File: src/rtl/core/ssrs_pkg.sv
`timescale 1ns / 1ps

package ssrs_pkg;

  // Field widths
  localparam int KIND_W   = 2;
  localparam int MOTOR_W  = 4;
  localparam int ACTION_W = 3;
  localparam int PULSE_W  = 24;
  localparam int POS_W    = 32;
  localparam int TIME_W   = 32;
  localparam int MS_W     = 16;
  localparam int COUNT_W  = 5;
  localparam int PHASE_W  = 2;
  localparam int MODE_W   = 2;

  // Motor ids reachable through the motor field
  localparam int MOTOR_IDS = 2 ** MOTOR_W;
  localparam int MOTORS_DEFAULT = 16;

  // Config port
  localparam int CFG_IDX_W  = 3;
  localparam int CFG_DATA_W = 24;

  localparam logic [CFG_IDX_W-1:0] CFG_GUARD_ON       = 3'd0;
  localparam logic [CFG_IDX_W-1:0] CFG_PAUSED         = 3'd1;
  localparam logic [CFG_IDX_W-1:0] CFG_MOTOR_COUNT    = 3'd2;
  localparam logic [CFG_IDX_W-1:0] CFG_COOL_MS        = 3'd3;
  localparam logic [CFG_IDX_W-1:0] CFG_MOVE_TIMEOUT   = 3'd4;
  localparam logic [CFG_IDX_W-1:0] CFG_START_DISTANCE = 3'd5;
  localparam logic [CFG_IDX_W-1:0] CFG_BACK_PULSES    = 3'd6;

  // Register reset values
  localparam logic               RST_GUARD_ON       = 1'b1;
  localparam logic               RST_PAUSED         = 1'b0;
  localparam logic [COUNT_W-1:0] RST_MOTOR_COUNT    = 5'd0;
  localparam logic [MS_W-1:0]    RST_COOL_MS        = 16'd3000;
  localparam logic [MS_W-1:0]    RST_MOVE_TIMEOUT   = 16'd10000;
  localparam logic [MS_W-1:0]    RST_START_DISTANCE = 16'd1000;
  localparam logic [PULSE_W-1:0] RST_BACK_PULSES    = 24'd3200;

  // Item kinds
  localparam logic [KIND_W-1:0] KIND_TICK   = 2'd0;
  localparam logic [KIND_W-1:0] KIND_REPORT = 2'd1;
  localparam logic [KIND_W-1:0] KIND_DIR    = 2'd2;
  localparam logic [KIND_W-1:0] KIND_ACK    = 2'd3;

  // Actions
  localparam logic [ACTION_W-1:0] ACT_STOP    = 3'd0;
  localparam logic [ACTION_W-1:0] ACT_RELEASE = 3'd1;
  localparam logic [ACTION_W-1:0] ACT_ENABLE  = 3'd2;
  localparam logic [ACTION_W-1:0] ACT_REVERSE = 3'd3;
  localparam logic [ACTION_W-1:0] ACT_CLEAR   = 3'd4;
  localparam logic [ACTION_W-1:0] ACT_FAILED  = 3'd5;
  localparam logic [ACTION_W-1:0] ACT_TIMEOUT = 3'd6;

  // Recovery phases
  localparam logic [PHASE_W-1:0] PH_IDLE    = 2'd0;
  localparam logic [PHASE_W-1:0] PH_CAPTURE = 2'd1;
  localparam logic [PHASE_W-1:0] PH_ACK     = 2'd2;
  localparam logic [PHASE_W-1:0] PH_MOVING  = 2'd3;

  // How many words a decision produces
  localparam logic [MODE_W-1:0] EMIT_NONE   = 2'd0;
  localparam logic [MODE_W-1:0] EMIT_ONE    = 2'd1;
  localparam logic [MODE_W-1:0] EMIT_TRIPLE = 2'd2;

  typedef struct packed {
    logic [KIND_W-1:0]       kind;
    logic [MOTOR_W-1:0]      motor;
    logic                    clockwise;
    logic                    read_ok;
    logic                    stalled;
    logic                    home_read_ok;
    logic                    homing_active;
    logic signed [POS_W-1:0] position;
    logic                    in_position;
    logic                    move_ok;
  } item_t;

  typedef struct packed {
    logic [ACTION_W-1:0] action;
    logic [MOTOR_W-1:0]  target_motor;
    logic                direction;
    logic [PULSE_W-1:0]  pulses;
    logic                last;
  } result_t;

  typedef struct packed {
    logic               guard_on;
    logic               paused;
    logic [COUNT_W-1:0] motor_count;
    logic [MS_W-1:0]    cool_ms;
    logic [MS_W-1:0]    move_timeout_ms;
    logic [MS_W-1:0]    start_distance;
    logic [PULSE_W-1:0] back_pulses;
  } ssrs_cfg_t;

  // Decision handed from the engine to the word sequencer
  typedef struct packed {
    logic [MODE_W-1:0]   mode;
    logic [ACTION_W-1:0] action;
    logic [MOTOR_W-1:0]  motor;
    logic                direction;
    logic [PULSE_W-1:0]  pulses;
  } ssrs_desc_t;

endpackage

File: src/rtl/core/ssrs_cfg_regs.sv
`timescale 1ns / 1ps

module ssrs_cfg_regs
  import ssrs_pkg::*;
(
  input  logic                  clk,
  input  logic                  rst,
  input  logic                  we,
  input  logic [CFG_IDX_W-1:0]  index,
  input  logic [CFG_DATA_W-1:0] data,
  output ssrs_cfg_t             cfg
);

  always_ff @(posedge clk) begin
    if (rst) begin
      cfg.guard_on        <= RST_GUARD_ON;
      cfg.paused          <= RST_PAUSED;
      cfg.motor_count     <= RST_MOTOR_COUNT;
      cfg.cool_ms         <= RST_COOL_MS;
      cfg.move_timeout_ms <= RST_MOVE_TIMEOUT;
      cfg.start_distance  <= RST_START_DISTANCE;
      cfg.back_pulses     <= RST_BACK_PULSES;
    end else if (we) begin
      unique case (index)
        CFG_GUARD_ON:       cfg.guard_on        <= data[0];
        CFG_PAUSED:         cfg.paused          <= data[0];
        CFG_MOTOR_COUNT:    cfg.motor_count     <= data[COUNT_W-1:0];
        CFG_COOL_MS:        cfg.cool_ms         <= data[MS_W-1:0];
        CFG_MOVE_TIMEOUT:   cfg.move_timeout_ms <= data[MS_W-1:0];
        CFG_START_DISTANCE: cfg.start_distance  <= data[MS_W-1:0];
        CFG_BACK_PULSES:    cfg.back_pulses     <= data[PULSE_W-1:0];
        default: ;  // unused index, dropped
      endcase
    end
  end

endmodule

File: src/rtl/core/ssrs_engine.sv
`timescale 1ns / 1ps

module ssrs_engine
  import ssrs_pkg::*;
#(
  parameter int MOTORS = MOTORS_DEFAULT
) (
  input  logic       clk,
  input  logic       rst,
  input  logic       go,
  input  item_t      item,
  input  ssrs_cfg_t  cfg,
  output ssrs_desc_t desc
);

  // Only ids the motor field can carry ever get a slot
  localparam int SLOTS = (MOTORS < MOTOR_IDS) ? MOTORS : MOTOR_IDS;
  localparam int IDX_W = (SLOTS > 1) ? $clog2(SLOTS) : 1;
  localparam int CMP_W = $clog2(MOTOR_IDS * 4 + 1);

  logic [TIME_W-1:0]  time_ms, time_ms_next;
  logic [PHASE_W-1:0] phase, phase_next;
  logic [MOTOR_W-1:0] active_motor, active_motor_next;
  logic [POS_W-1:0]   start_position, start_position_next;
  logic               motion_seen, motion_seen_next;
  logic [TIME_W-1:0]  deadline, deadline_next;

  logic [SLOTS-1:0]  dir_cw;
  logic [SLOTS-1:0]  recovered;
  logic [TIME_W-1:0] rec_time [SLOTS];

  logic              dir_we;
  logic              rec_we;
  logic [IDX_W-1:0]  slot;
  logic [IDX_W-1:0]  act_slot;
  logic              in_range;
  logic              watched;
  logic              cool;
  logic              stall_hit;
  logic [TIME_W-1:0] time_inc;
  logic [TIME_W-1:0] since_rec;
  logic [TIME_W-1:0] tick_gap;
  logic [TIME_W-1:0] now_gap;
  logic              tick_expired;
  logic              now_expired;
  logic [POS_W-1:0]  delta;
  logic [POS_W-1:0]  sd_wide;
  logic              far;

  assign slot     = item.motor[IDX_W-1:0];
  assign act_slot = active_motor[IDX_W-1:0];
  assign in_range = CMP_W'(item.motor) < CMP_W'(MOTORS);
  assign watched  = in_range && ({1'b0, item.motor} < cfg.motor_count);

  assign since_rec = time_ms - rec_time[slot];
  assign cool      = recovered[slot] && (since_rec < TIME_W'(cfg.cool_ms));
  assign stall_hit = item.read_ok && item.stalled && !(item.home_read_ok && item.homing_active);

  // Deadline is reached once time_ms - deadline is non-negative (mod 2^32)
  assign time_inc     = time_ms + TIME_W'(1);
  assign tick_gap     = time_inc - deadline;
  assign now_gap      = time_ms - deadline;
  assign tick_expired = !tick_gap[TIME_W-1];
  assign now_expired  = !now_gap[TIME_W-1];

  // |delta| > sd without a negate: a negative delta qualifies when delta <= ~sd
  assign delta   = $unsigned(item.position) - start_position;
  assign sd_wide = POS_W'(cfg.start_distance);
  assign far     = delta[POS_W-1] ? (delta <= ~sd_wide) : (delta > sd_wide);

  always_comb begin
    time_ms_next        = time_ms;
    phase_next          = phase;
    active_motor_next   = active_motor;
    start_position_next = start_position;
    motion_seen_next    = motion_seen;
    deadline_next       = deadline;
    dir_we              = 1'b0;
    rec_we              = 1'b0;
    desc.mode           = EMIT_NONE;
    desc.action         = ACT_STOP;
    desc.motor          = active_motor;
    desc.direction      = 1'b0;
    desc.pulses         = '0;

    unique case (item.kind)
      KIND_TICK: begin
        time_ms_next = time_inc;
        if (phase == PH_MOVING && tick_expired) begin
          desc.mode   = EMIT_ONE;
          desc.action = ACT_TIMEOUT;
          phase_next  = PH_IDLE;
        end
      end
      KIND_DIR: begin
        dir_we = in_range;
      end
      KIND_ACK: begin
        if (phase == PH_ACK) begin
          if (!item.move_ok) begin
            desc.mode   = EMIT_ONE;
            desc.action = ACT_FAILED;
            phase_next  = PH_IDLE;
          end else begin
            deadline_next    = time_ms + TIME_W'(cfg.move_timeout_ms);
            motion_seen_next = 1'b0;
            phase_next       = PH_MOVING;
            if (cfg.move_timeout_ms == '0) begin
              desc.mode   = EMIT_ONE;
              desc.action = ACT_TIMEOUT;
              phase_next  = PH_IDLE;
            end
          end
        end
      end
      KIND_REPORT: begin
        if (phase == PH_IDLE) begin
          if (cfg.guard_on && !cfg.paused && watched && !cool && stall_hit) begin
            rec_we            = 1'b1;
            active_motor_next = item.motor;
            desc.mode         = EMIT_TRIPLE;
            desc.motor        = item.motor;
            phase_next        = PH_CAPTURE;
          end
        end else if (item.motor == active_motor) begin
          if (phase == PH_CAPTURE) begin
            // failed read captures zero
            start_position_next = item.read_ok ? $unsigned(item.position) : '0;
            desc.mode           = EMIT_ONE;
            desc.action         = ACT_REVERSE;
            desc.direction      = !dir_cw[act_slot];
            desc.pulses         = cfg.back_pulses;
            phase_next          = PH_ACK;
          end else if (phase == PH_MOVING) begin
            if (now_expired) begin
              desc.mode   = EMIT_ONE;
              desc.action = ACT_TIMEOUT;
              phase_next  = PH_IDLE;
            end else if (item.read_ok) begin
              if (!motion_seen) begin
                motion_seen_next = far;
              end else if (item.in_position) begin
                desc.mode   = EMIT_ONE;
                desc.action = ACT_CLEAR;
                phase_next  = PH_IDLE;
              end
            end
          end
        end
      end
      default: ;
    endcase
  end

  always_ff @(posedge clk) begin
    if (rst) begin
      time_ms        <= '0;
      phase          <= PH_IDLE;
      active_motor   <= '0;
      start_position <= '0;
      motion_seen    <= 1'b0;
      deadline       <= '0;
      dir_cw         <= '1;
      recovered      <= '0;
    end else if (go) begin
      time_ms        <= time_ms_next;
      phase          <= phase_next;
      active_motor   <= active_motor_next;
      start_position <= start_position_next;
      motion_seen    <= motion_seen_next;
      deadline       <= deadline_next;
      if (dir_we) begin
        dir_cw[slot] <= item.clockwise;
      end
      if (rec_we) begin
        recovered[slot] <= 1'b1;
      end
    end
  end

  // Recovery stamp is only read behind its recovered bit
  always_ff @(posedge clk) begin
    if (go && rec_we) begin
      rec_time[slot] <= time_ms;
    end
  end

  a_idle_exit: assert property (@(posedge clk) disable iff (rst)
    (go && phase == PH_IDLE) |=> (phase == PH_IDLE || phase == PH_CAPTURE))
    else $error("recovery left idle into a phase other than capture");

  a_triple_idle: assert property (@(posedge clk) disable iff (rst)
    (desc.mode == EMIT_TRIPLE) |-> (phase == PH_IDLE))
    else $error("stop/release/enable burst outside idle");

  a_tick_time: assert property (@(posedge clk) disable iff (rst)
    (go && item.kind == KIND_TICK) |=> (time_ms == $past(time_ms) + TIME_W'(1)))
    else $error("tick did not advance time_ms by one");

endmodule

File: src/rtl/core/ssrs_emit.sv
`timescale 1ns / 1ps

module ssrs_emit
  import ssrs_pkg::*;
(
  input  logic       clk,
  input  logic       rst,
  input  logic       load,
  input  ssrs_desc_t desc,
  output logic       free,
  output logic       result_valid,
  input  logic       result_stall,
  output result_t    result
);

  // Words still owed after the one on display (burst only)
  logic [1:0] rem, rem_next;
  logic       result_valid_next;
  result_t    word_next;
  logic       taken;

  assign taken = result_valid && !result_stall;
  assign free  = !result_valid || (taken && rem == 2'd0);

  always_comb begin
    rem_next          = rem;
    result_valid_next = result_valid;
    word_next         = result;
    if (load) begin
      result_valid_next = 1'b1;
      word_next.target_motor = desc.motor;
      if (desc.mode == EMIT_TRIPLE) begin
        word_next.action    = ACT_STOP;
        word_next.direction = 1'b0;
        word_next.pulses    = '0;
        word_next.last      = 1'b0;
        rem_next            = 2'd2;
      end else begin
        word_next.action    = desc.action;
        word_next.direction = desc.direction;
        word_next.pulses    = desc.pulses;
        word_next.last      = 1'b1;
        rem_next            = 2'd0;
      end
    end else if (taken) begin
      if (rem != 2'd0) begin
        word_next.action = (rem == 2'd2) ? ACT_RELEASE : ACT_ENABLE;
        word_next.last   = (rem == 2'd1);
        rem_next         = rem - 2'd1;
      end else begin
        result_valid_next = 1'b0;
      end
    end
  end

  always_ff @(posedge clk) begin
    if (rst) begin
      result_valid <= 1'b0;
      rem          <= 2'd0;
    end else begin
      result_valid <= result_valid_next;
      rem          <= rem_next;
    end
  end

  always_ff @(posedge clk) begin
    result <= word_next;
  end

  a_load_free: assert property (@(posedge clk) disable iff (rst)
    load |-> free)
    else $error("decision loaded while a word was still owed");

  a_last_rem: assert property (@(posedge clk) disable iff (rst)
    result_valid |-> (result.last == (rem == 2'd0)))
    else $error("last flag out of step with burst count");

  a_burst_motor: assert property (@(posedge clk) disable iff (rst)
    (taken && !result.last) |=>
      (result_valid && result.target_motor == $past(result.target_motor)))
    else $error("burst broke or switched motor");

endmodule

File: src/rtl/core/stepper_stall_recovery_supervisor_core.sv
`timescale 1ns / 1ps

// Channel  | handshake                  | payload
// ---------+----------------------------+-----------------------------
// item     | item_valid / item_stall    | item   (item_t)
// result   | result_valid / result_stall| result (result_t)
// cfg      | cfg_valid / cfg_ready      | cfg_index, cfg_data
//
// An accepted word waits in the item register, where the engine decides it
// and updates all motor state as it leaves; its first result word shows
// on the next cycle.
// One item per cycle; an item that yields words waits in the item register
// until the previous item's final word has been taken from the word
// sequencer. A stall start yields three words: stop, release, enable.
// rst is synchronous: phase idle, time zero, all motors clockwise, no motor
// in cooldown, registers at their defaults. cfg_ready is always high.

module stepper_stall_recovery_supervisor_core
  import ssrs_pkg::*;
#(
  parameter int MOTORS = MOTORS_DEFAULT
) (
  input  logic                  clk,
  input  logic                  rst,
  input  logic                  item_valid,
  output logic                  item_stall,
  input  item_t                 item,
  output logic                  result_valid,
  input  logic                  result_stall,
  output result_t               result,
  input  logic                  cfg_valid,
  output logic                  cfg_ready,
  input  logic [CFG_IDX_W-1:0]  cfg_index,
  input  logic [CFG_DATA_W-1:0] cfg_data
);

  ssrs_cfg_t  cfg;
  ssrs_desc_t desc;
  item_t      stage;
  logic       stage_valid;
  logic       go;
  logic       load;
  logic       free;

  assign cfg_ready = 1'b1;

  ssrs_cfg_regs u_cfg (
    .clk   (clk),
    .rst   (rst),
    .we    (cfg_valid),
    .index (cfg_index),
    .data  (cfg_data),
    .cfg   (cfg)
  );

  // Item register: a held word leaves only when its words have room
  assign go         = stage_valid && (desc.mode == EMIT_NONE || free);
  assign load       = go && desc.mode != EMIT_NONE;
  assign item_stall = stage_valid && !go;

  always_ff @(posedge clk) begin
    if (rst) begin
      stage_valid <= 1'b0;
    end else if (!item_stall) begin
      stage_valid <= item_valid;
    end
  end

  always_ff @(posedge clk) begin
    if (item_valid && !item_stall) begin
      stage <= item;
    end
  end

  ssrs_engine #(
    .MOTORS (MOTORS)
  ) u_engine (
    .clk  (clk),
    .rst  (rst),
    .go   (go),
    .item (stage),
    .cfg  (cfg),
    .desc (desc)
  );

  // Word sequencer doubles as the output register
  ssrs_emit u_emit (
    .clk          (clk),
    .rst          (rst),
    .load         (load),
    .desc         (desc),
    .free         (free),
    .result_valid (result_valid),
    .result_stall (result_stall),
    .result       (result)
  );

endmodule
File: config.mk
export PLATFORM = sky130hd
export DESIGN_NAME = stepper_stall_recovery_supervisor_core
export DESIGN_NICKNAME = d
export VERILOG_FILES = /design/src/rtl/core/ssrs_pkg.sv /design/src/rtl/core/ssrs_cfg_regs.sv /design/src/rtl/core/ssrs_engine.sv /design/src/rtl/core/ssrs_emit.sv /design/src/rtl/core/stepper_stall_recovery_supervisor_core.sv
export SDC_FILE = /design/constraint.sdc
export NUM_CORES = 1
export LEC_CHECK = 0
export BUFFER_PORTS_ARGS = -buffer_cell sky130_fd_sc_hd__buf_4
export CORE_UTILIZATION = 63
export DETAILED_ROUTE_END_ITERATION = 10
export PLACE_DENSITY = 0.8
export SLEW_MARGIN = 25
export SYNTH_ARGS = -nofsm -noshare
export SYNTH_HDL_FRONTEND = slang
export SYNTH_SLANG_ARGS = --single-unit
export TNS_END_PERCENT = 1
File: constraint.sdc
create_clock -name clk -period 14 [get_ports clk]
set_input_delay 3.5 -clock clk [delete_from_list [all_inputs] [get_ports clk]]
set_output_delay 3.5 -clock clk [all_outputs]
set_load 0.005 [all_outputs]
==> results of run 1 <==
-- kinds of logic (layout without fill, tap and decap cells) --
kind of cell	Yosys count	after routing
muxes	208	208
adders and majority gates	205	205
AOI/OAI and AO/OA	509	509
DFF	812	812
other	1	1
buffers and inverters	322	476
xor gates and xnor gates	134	134
and+or+nand+nor	826	826
-- power by group --
group	total, mW	switching, mW	internal, mW
combinational	0.274	0.155	0.119
clock	2.23	0.951	1.28
sequential	2.61	0.0361	2.57
-- layout by cell type, fill, tap and decap left out, types with 81 or more instances in the layout --
cell	count
inv_1	176
clkbuf_16	83
nor2_1	181
edfxtp_1	590
mux4_2	168
xnor2_1	87
nand3_1	81
ha_1	202
a21oi_1	203
dfxtp_1	216
buf_4	149
nand2_1	277
-- through the flow --
step	instance area, µm²	total power, mW	std cells	hold slack, ns	util
6_report	43050	5.110	3953	0.4462	0.7119
3_5_place_dp	40280	2.929	3805	0.4431	0.6661
3_3_place_gp	40280	2.922	3805	0.4378	0.6661
5_1_grt	43050	5.254	3953	0.4632	0.7119
2_1_floorplan	38660	2.842	3017	0.4317	-
4_1_cts	43050	5.133	3953	0.4504	0.7119
-- layer usage --
metal / vias up / routed length (µm) / global-route usage
met4: 0 / 3153 / 0.1143
met5: - / 0 / 0
met2: 1028 / 47040 / 0.5246
li1: 11409 / - / -
met1: 12471 / 36100 / 0.3851
met3: 192 / 6571 / 0.03859
-- registers in the layout, summed over array words and instances (netlist names), named ones only --
name / count
u_emit.result: 33
u_engine.phase: 2
u_engine.act_slot: 4
u_engine.deadline: 32
u_engine.rec_time: 512
u_engine.dir_cw: 16
u_emit.rem: 2
u_engine.start_position: 32
u_emit.result_valid: 1
stage: 45
u_engine.recovered: 16
u_engine.time_ms: 32
stage_valid: 1
u_cfg.cfg: 79
u_engine.motion_seen: 1
-- worst max-delay path by stage --
stage	from	to	slack [ns]
after CTS	flip-flop	item_stall	1.89
after detailed placement	flip-flop	item_stall	2.62
final	flip-flop	item_stall	1.80
after global placement	flip-flop	item_stall	2.71
after floorplan	flip-flop	item_stall	3.40
after global routing	flip-flop	item_stall	1.29
-- layout make-up --
| cell class | count | area (µm²) |
|---|---|---|
| multi-input cells | 1883 | 15330 |
| flip-flops and latches | 812 | 22170 |
| clock buffers | 102 | 2198 |
| repair buffers | 150 | 1130 |
| inverters | 178 | 668.1 |
| well taps | 782 | 978.4 |
| fillers | 3929 | 17420 |
| clock inverters | 46 | 569.3 |
-- worst max-delay path: stages, from the launching register on --
cell and delay, ns:
dfxtp_4 0.91, buf_4 0.75, mux4_2 0.60, mux4_2 0.49
inv_1 0.10, ha_1 0.29, o21ai_0 0.12, nand2b_1 0.08
a21oi_1 0.24, nor2_1 0.07, o21ai_0 0.17, nor2b_1 0.23
nor2b_1 0.09, a41oi_1 0.27, xnor2_1 0.17, ha_1 0.29
a21o_1 0.18, a211oi_1 0.24, o211ai_1 0.16, a211oi_1 0.26
o2111ai_1 0.19, a311o_1 0.36, or4_4 0.53, nor3_4 0.36
a31oi_4 0.28, nor2b_4 0.25, nor3_1 0.11, buf_4 0.19
==> out/metrics.csv, run 1 <==
stage,metric,value,unit
status,status,"complete, no violations",
sta,hold_violations,0,
setup_path,r2r_end,u_engine.rec_time[14][1]$_DFFE_PP_,
yosys,synth-adder-area-share,0.06692,
sta,max_slew.worst_pin.slew,1.048,ns
clocking,cts_resized,0,
yosys,synth_async_sr_flop_share,0,
yosys,syn_inst,3017,
yosys,seq_area_frac_synth,0.5732,
power,ir_drop,0.00009833,V
setup_path,path_class,reg -> out,
yosys,synth_commonest_cells,"590 x edfxtp_1, 278 x nand2_1, 222 x dfxtp_1, 203 x a21oi_1, 202 x ha_1",
power,power_density,118.7,nW/µm²
global_route,grt_first_pass_wirelength,142900,µm
placed_design,portBuffers,111,
die,die_x,249.7,µm
hold_path,min_from,u_cfg.cfg[21]$_SDFFE_PP0P_,
yosys,synth_top_area_share,0.4582,
clocking,clk_latency,0.65,ns
setup_path,r2r_cells,27,
yosys,synth_compound_area_frac,0.08534,
drt,vias,25100,
power,power.leakage,14.34,nW
die,core,60470,µm²
hold_path,worst_hold_path.endpoint,u_cfg.cfg[21]$_SDFFE_PP0P_,
finish,fin_nets,3388,
sta,min_period_over_period,0.8717,
yosys,synth-edff-count,590,
sta,setup_tns,0,ns
global_route,grtUsageTotal,0.3010,
sta,slew-limit-headroom,0.3003,
clocking,cts_sinks,812,
drt,wl_per_cell,23.49,µm
sta,rsz0062_at_grt,no,
drt,viasPerCell,6.350,
placed_design,globalplace.congestion,0.9438,
drt,post-route-drc-count,0,
drt,drt_wl_total,92870,µm
sta,fin_skew,0.03827,ns
clocking,cts_inserted_buffers,81,
finish,antenna_cells,0,
yosys,syn-cell-area,38660,µm²
die,ioPinCount,113,
yosys,synth_simple_gate_area_frac,0.1021,
clocking,clkTransAtPathRegs,0.07,ns
yosys,yosysMostFrequentCell,edfxtp_1,
global_route,grt_max_degree,126,
drt,ant_nets,0,
hold_path,hp-class,reg -> reg,
setup_path,worstSetupStartpointType,flip-flop,
sta,maxSlewViolCount,0,
placed_design,hpwl,57570,µm
yosys,synthXorXnorAreaFrac,0.03036,
drt,drt-initial-drc-count,2164,
die,dieArea,62370,µm²
yosys,yosys_warnings,0,
die,start_util,0.6394,
clocking,clockRootBuffer,clkbuf_16,
sta,post-route-min-period,12.20,ns
yosys,muxShareOfSynthArea,0.1094,
sta,fin_ws,1.796,ns
yosys,synth_top_family_by_area,multiplexers,
placed_design,preCtsSetupSlack,2.618,ns
sta,max_clock_freq,0.08194,GHz
die,rows,90,
global_route,grt_pass1_vias,25132,
hold_path,worstHoldPathCells,2,
setup_path,crit_required,10.50,ns
yosys,syn_area_per_cell,12.82,µm²
clocking,clockBufferDepth,3,
setup_path,cp_max_fo,45,
setup_path,cp-end-kind,output port,
finish,drive_above_1_share,0.1640,
yosys,yosysTopAreaCell,edfxtp_1,
yosys,ys.flop_type,edfxtp_1,
clocking,h-tree-depth,3,
run,cap_viol_max_count,0,
setup_path,crit_arrival,8.70,ns
die,dieHeight,249.7,µm
clocking,cts_tree,done,
global_route,grt-ovfl-total,0,
setup_path,r2r_setup_slack,4.84,ns
yosys,ys_ff_latch,812,
global_route,antenna_found_initial,0,
yosys,ys_types,89,
yosys,synth.area.top_cells,"edfxtp_1 46%, dfxtp_1 11%, mux4_2 9.8%",
sta,finalSetupViolCount,0,
drt,drt-pass1-iter-count,8,
yosys,syn_nets,3299,
clocking,hold_buffers,0,
clocking,post_cts_buffers,0,
finish,syn_to_final_growth,11.35,%
Note: power is estimated with default switching activity, not from simulation.
==> inputs of run 2 (changes only) <==
- RECOVER_POWER: default -> 50
==> out/metrics.csv, run 2 (synthesis results as in run 1) <==
stage,metric,value,unit
sta,post-route-min-period,12.13,ns
die,dieArea,62370,µm²
finish,drive_above_1_share,0.1564,
placed_design,hpwl,57570,µm
clocking,clockRootBuffer,clkbuf_16,
power,power_switching,1.143,mW
hold_path,hp-class,reg -> reg,
finish,final_cell_mix,"590 x edfxtp_1, 277 x nand2_1, 218 x dfxtp_1",
drt,viasPerCell,6.325,
finish,layout_commonest_cell,edfxtp_1,
power,power_density,119.0,nW/µm²
power,p_comb_frac,0.053,
status,status,"finished, violations left",
power,p_seq_frac,0.510,
setup_path,crit_arrival,8.63,ns
global_route,antenna_found_initial,0,
placed_design,globalplace.congestion,0.9438,
drt,wl_per_cell,23.48,µm
power,p_int,3.968,mW
sta,max_clock_freq,0.08244,GHz
global_route,grt_max_degree,126,
die,core,60470,µm²
die,rows,90,
setup_path,worstSetupStartpointType,flip-flop,
finish,largestRegisters,"u_engine.rec_time x512, u_cfg.cfg x79, stage x45",
global_route,grtUsageTotal,0.3010,
sta,fin_ws,1.870,ns
clocking,post_cts_buffers,0,
power,ir_drop,0.00009805,V
sta,hold_violations,0,
clocking,clk_latency,0.65,ns
sta,fin_skew,0.03633,ns
finish,fin_nets,3388,
global_route,grt-ovfl-total,0,
power,power.leakage,14.24,nW
finish,fin_cells,3953,
setup_path,cp-end-kind,output port,
die,die_x,249.7,µm
clocking,cts_resized,0,
sta,finalSetupViolCount,0,
global_route,grt_first_pass_wirelength,142900,µm
drt,drt-pass1-iter-count,7,
setup_path,cp_max_fo,45,
clocking,hold_buffers,0,
sta,rsz0062_at_grt,no,
placed_design,preCtsSetupSlack,2.618,ns
finish,antenna_cells,0,
clocking,clkTransAtPathRegs,0.07,ns
clocking,clockBufferDepth,3,
finish,regMostFlops,u_engine.rec_time,
global_route,grt_pass1_vias,25132,
drt,drt_wl_total,92820,µm
clocking,cts_tree,done,
sta,min_period_over_period,0.8665,
die,dieHeight,249.7,µm
status,violations,"max-capacitance violations, max-slew violations",
drt,post-route-drc-count,0,
sta,setup_tns,0,ns
run,cap_viol_max_count,2,
drt,drt-initial-drc-count,2036,
drt,ant_nets,0,
finish,fillers,3956,
finish,final_area,42960,µm²
finish,largest_reg_flops,512,
die,start_util,0.6394,
drt,vias,25004,
finish,syn_to_final_growth,11.12,%
placed_design,place_area,40280,µm²
placed_design,dp_cells,3805,
die,ioPinCount,113,
sta,maxSlewViolCount,222,
clocking,h-tree-depth,3,
sta,slew-limit-headroom,-2.702,
placed_design,portBuffers,111,
sta,max_slew.worst_pin.slew,5.553,ns
setup_path,crit_required,10.50,ns
setup_path,path_class,reg -> out,
clocking,cts_sinks,812,
power,swShare,0.2236,
power,p_clk_frac,0.437,
clocking,cts_inserted_buffers,81,
-- run 2: changes by cell type in the layout (fill, tap and decap cells not counted) --
| cell | change |
|---|---|
| buf_4 | -91 |
| clkbuf_4 | +70 |
| clkbuf_1 | +22 |
| and2_0 | +12 |
| and2_1 | -12 |
| dfxtp_1 | +2 |
| dfxtp_2 | -2 |
| buf_6 | -1 |
-- run 2: worst paths after layout --
kind	end	depth (start not counted)	slack, ns	start
worst max-delay path	item_stall	27	1.87	flip-flop
worst min-delay path	u_cfg.cfg[21]$_SDFFE_PP0P_	2	0.45	u_cfg.cfg[21]$_SDFFE_PP0P_
worst max register to register	u_engine.rec_time[14][1]$_DFFE_PP_	27	4.88	flip-flop
worst min register to register	u_cfg.cfg[21]$_SDFFE_PP0P_	2	0.45	u_cfg.cfg[21]$_SDFFE_PP0P_
-- run 2: critical path: stages, from the launching register on --
cell and delay (ns):
dfxtp_4 0.91, buf_4 0.75, mux4_2 0.59, mux4_2 0.50, inv_1 0.10, ha_1 0.29, o21ai_0 0.12, nand2b_1 0.08
a21oi_1 0.24, nor2_1 0.07, o21ai_0 0.17, nor2b_1 0.23, nor2b_1 0.09, a41oi_1 0.28, xnor2_1 0.17, ha_1 0.28
a21o_1 0.18, a211oi_1 0.24, o211ai_1 0.14, a211oi_1 0.24, o2111ai_1 0.19, a311o_1 0.35, or4_4 0.53, nor3_4 0.36
a31oi_4 0.28, nor2b_4 0.25, nor3_1 0.10, buf_4 0.19
-- run 2: area by class of cell --
type	count	area, µm²	share of cell area
Sequential cell	812	22170	0.5161
Multi-Input combinational cell	1883	15330	0.3569
Clock buffer	102	2198	0.05117
Timing Repair Buffer	150	1044	0.02429
Tap cell	782	978.4	0.02277
Inverter	178	668.1	0.01555
Clock inverter	46	569.3	0.01325
-- run 2: metal layers --
layer | wire length [µm] | vias to the layer above | share of wire | GRT usage
met1 | 36070 | 12396 | 0.39 | 0.3851
met2 | 46950 | 1018 | 0.51 | 0.5246
li1 | - | 11403 | - | -
met4 | 3190 | 0 | 0.034 | 0.1143
met3 | 6610 | 187 | 0.071 | 0.03859
met5 | 0 | - | 0 | 0
-- run 2: through the flow --
stage          utilization  hold slack (ns)  total power, mW
2_1_floorplan            -           0.4317            2.842
3_3_place_gp        0.6661           0.4378            2.922
3_5_place_dp        0.6661           0.4431            2.929
4_1_cts             0.7119           0.4504            5.133
5_1_grt             0.7105           0.4638            5.253
6_report            0.7105           0.4476            5.110
-- run 2: power groups by stage --
stage | sequential [mW] | combinational (mW) | clock, mW
final | 2.61 | 0.273 | 2.23
after global routing | 2.61 | 0.298 | 2.35
after CTS | 2.61 | 0.274 | 2.25
after detailed placement | 2.66 | 0.272 | 0
after global placement | 2.66 | 0.267 | 0
after floorplan | 2.63 | 0.213 | 0
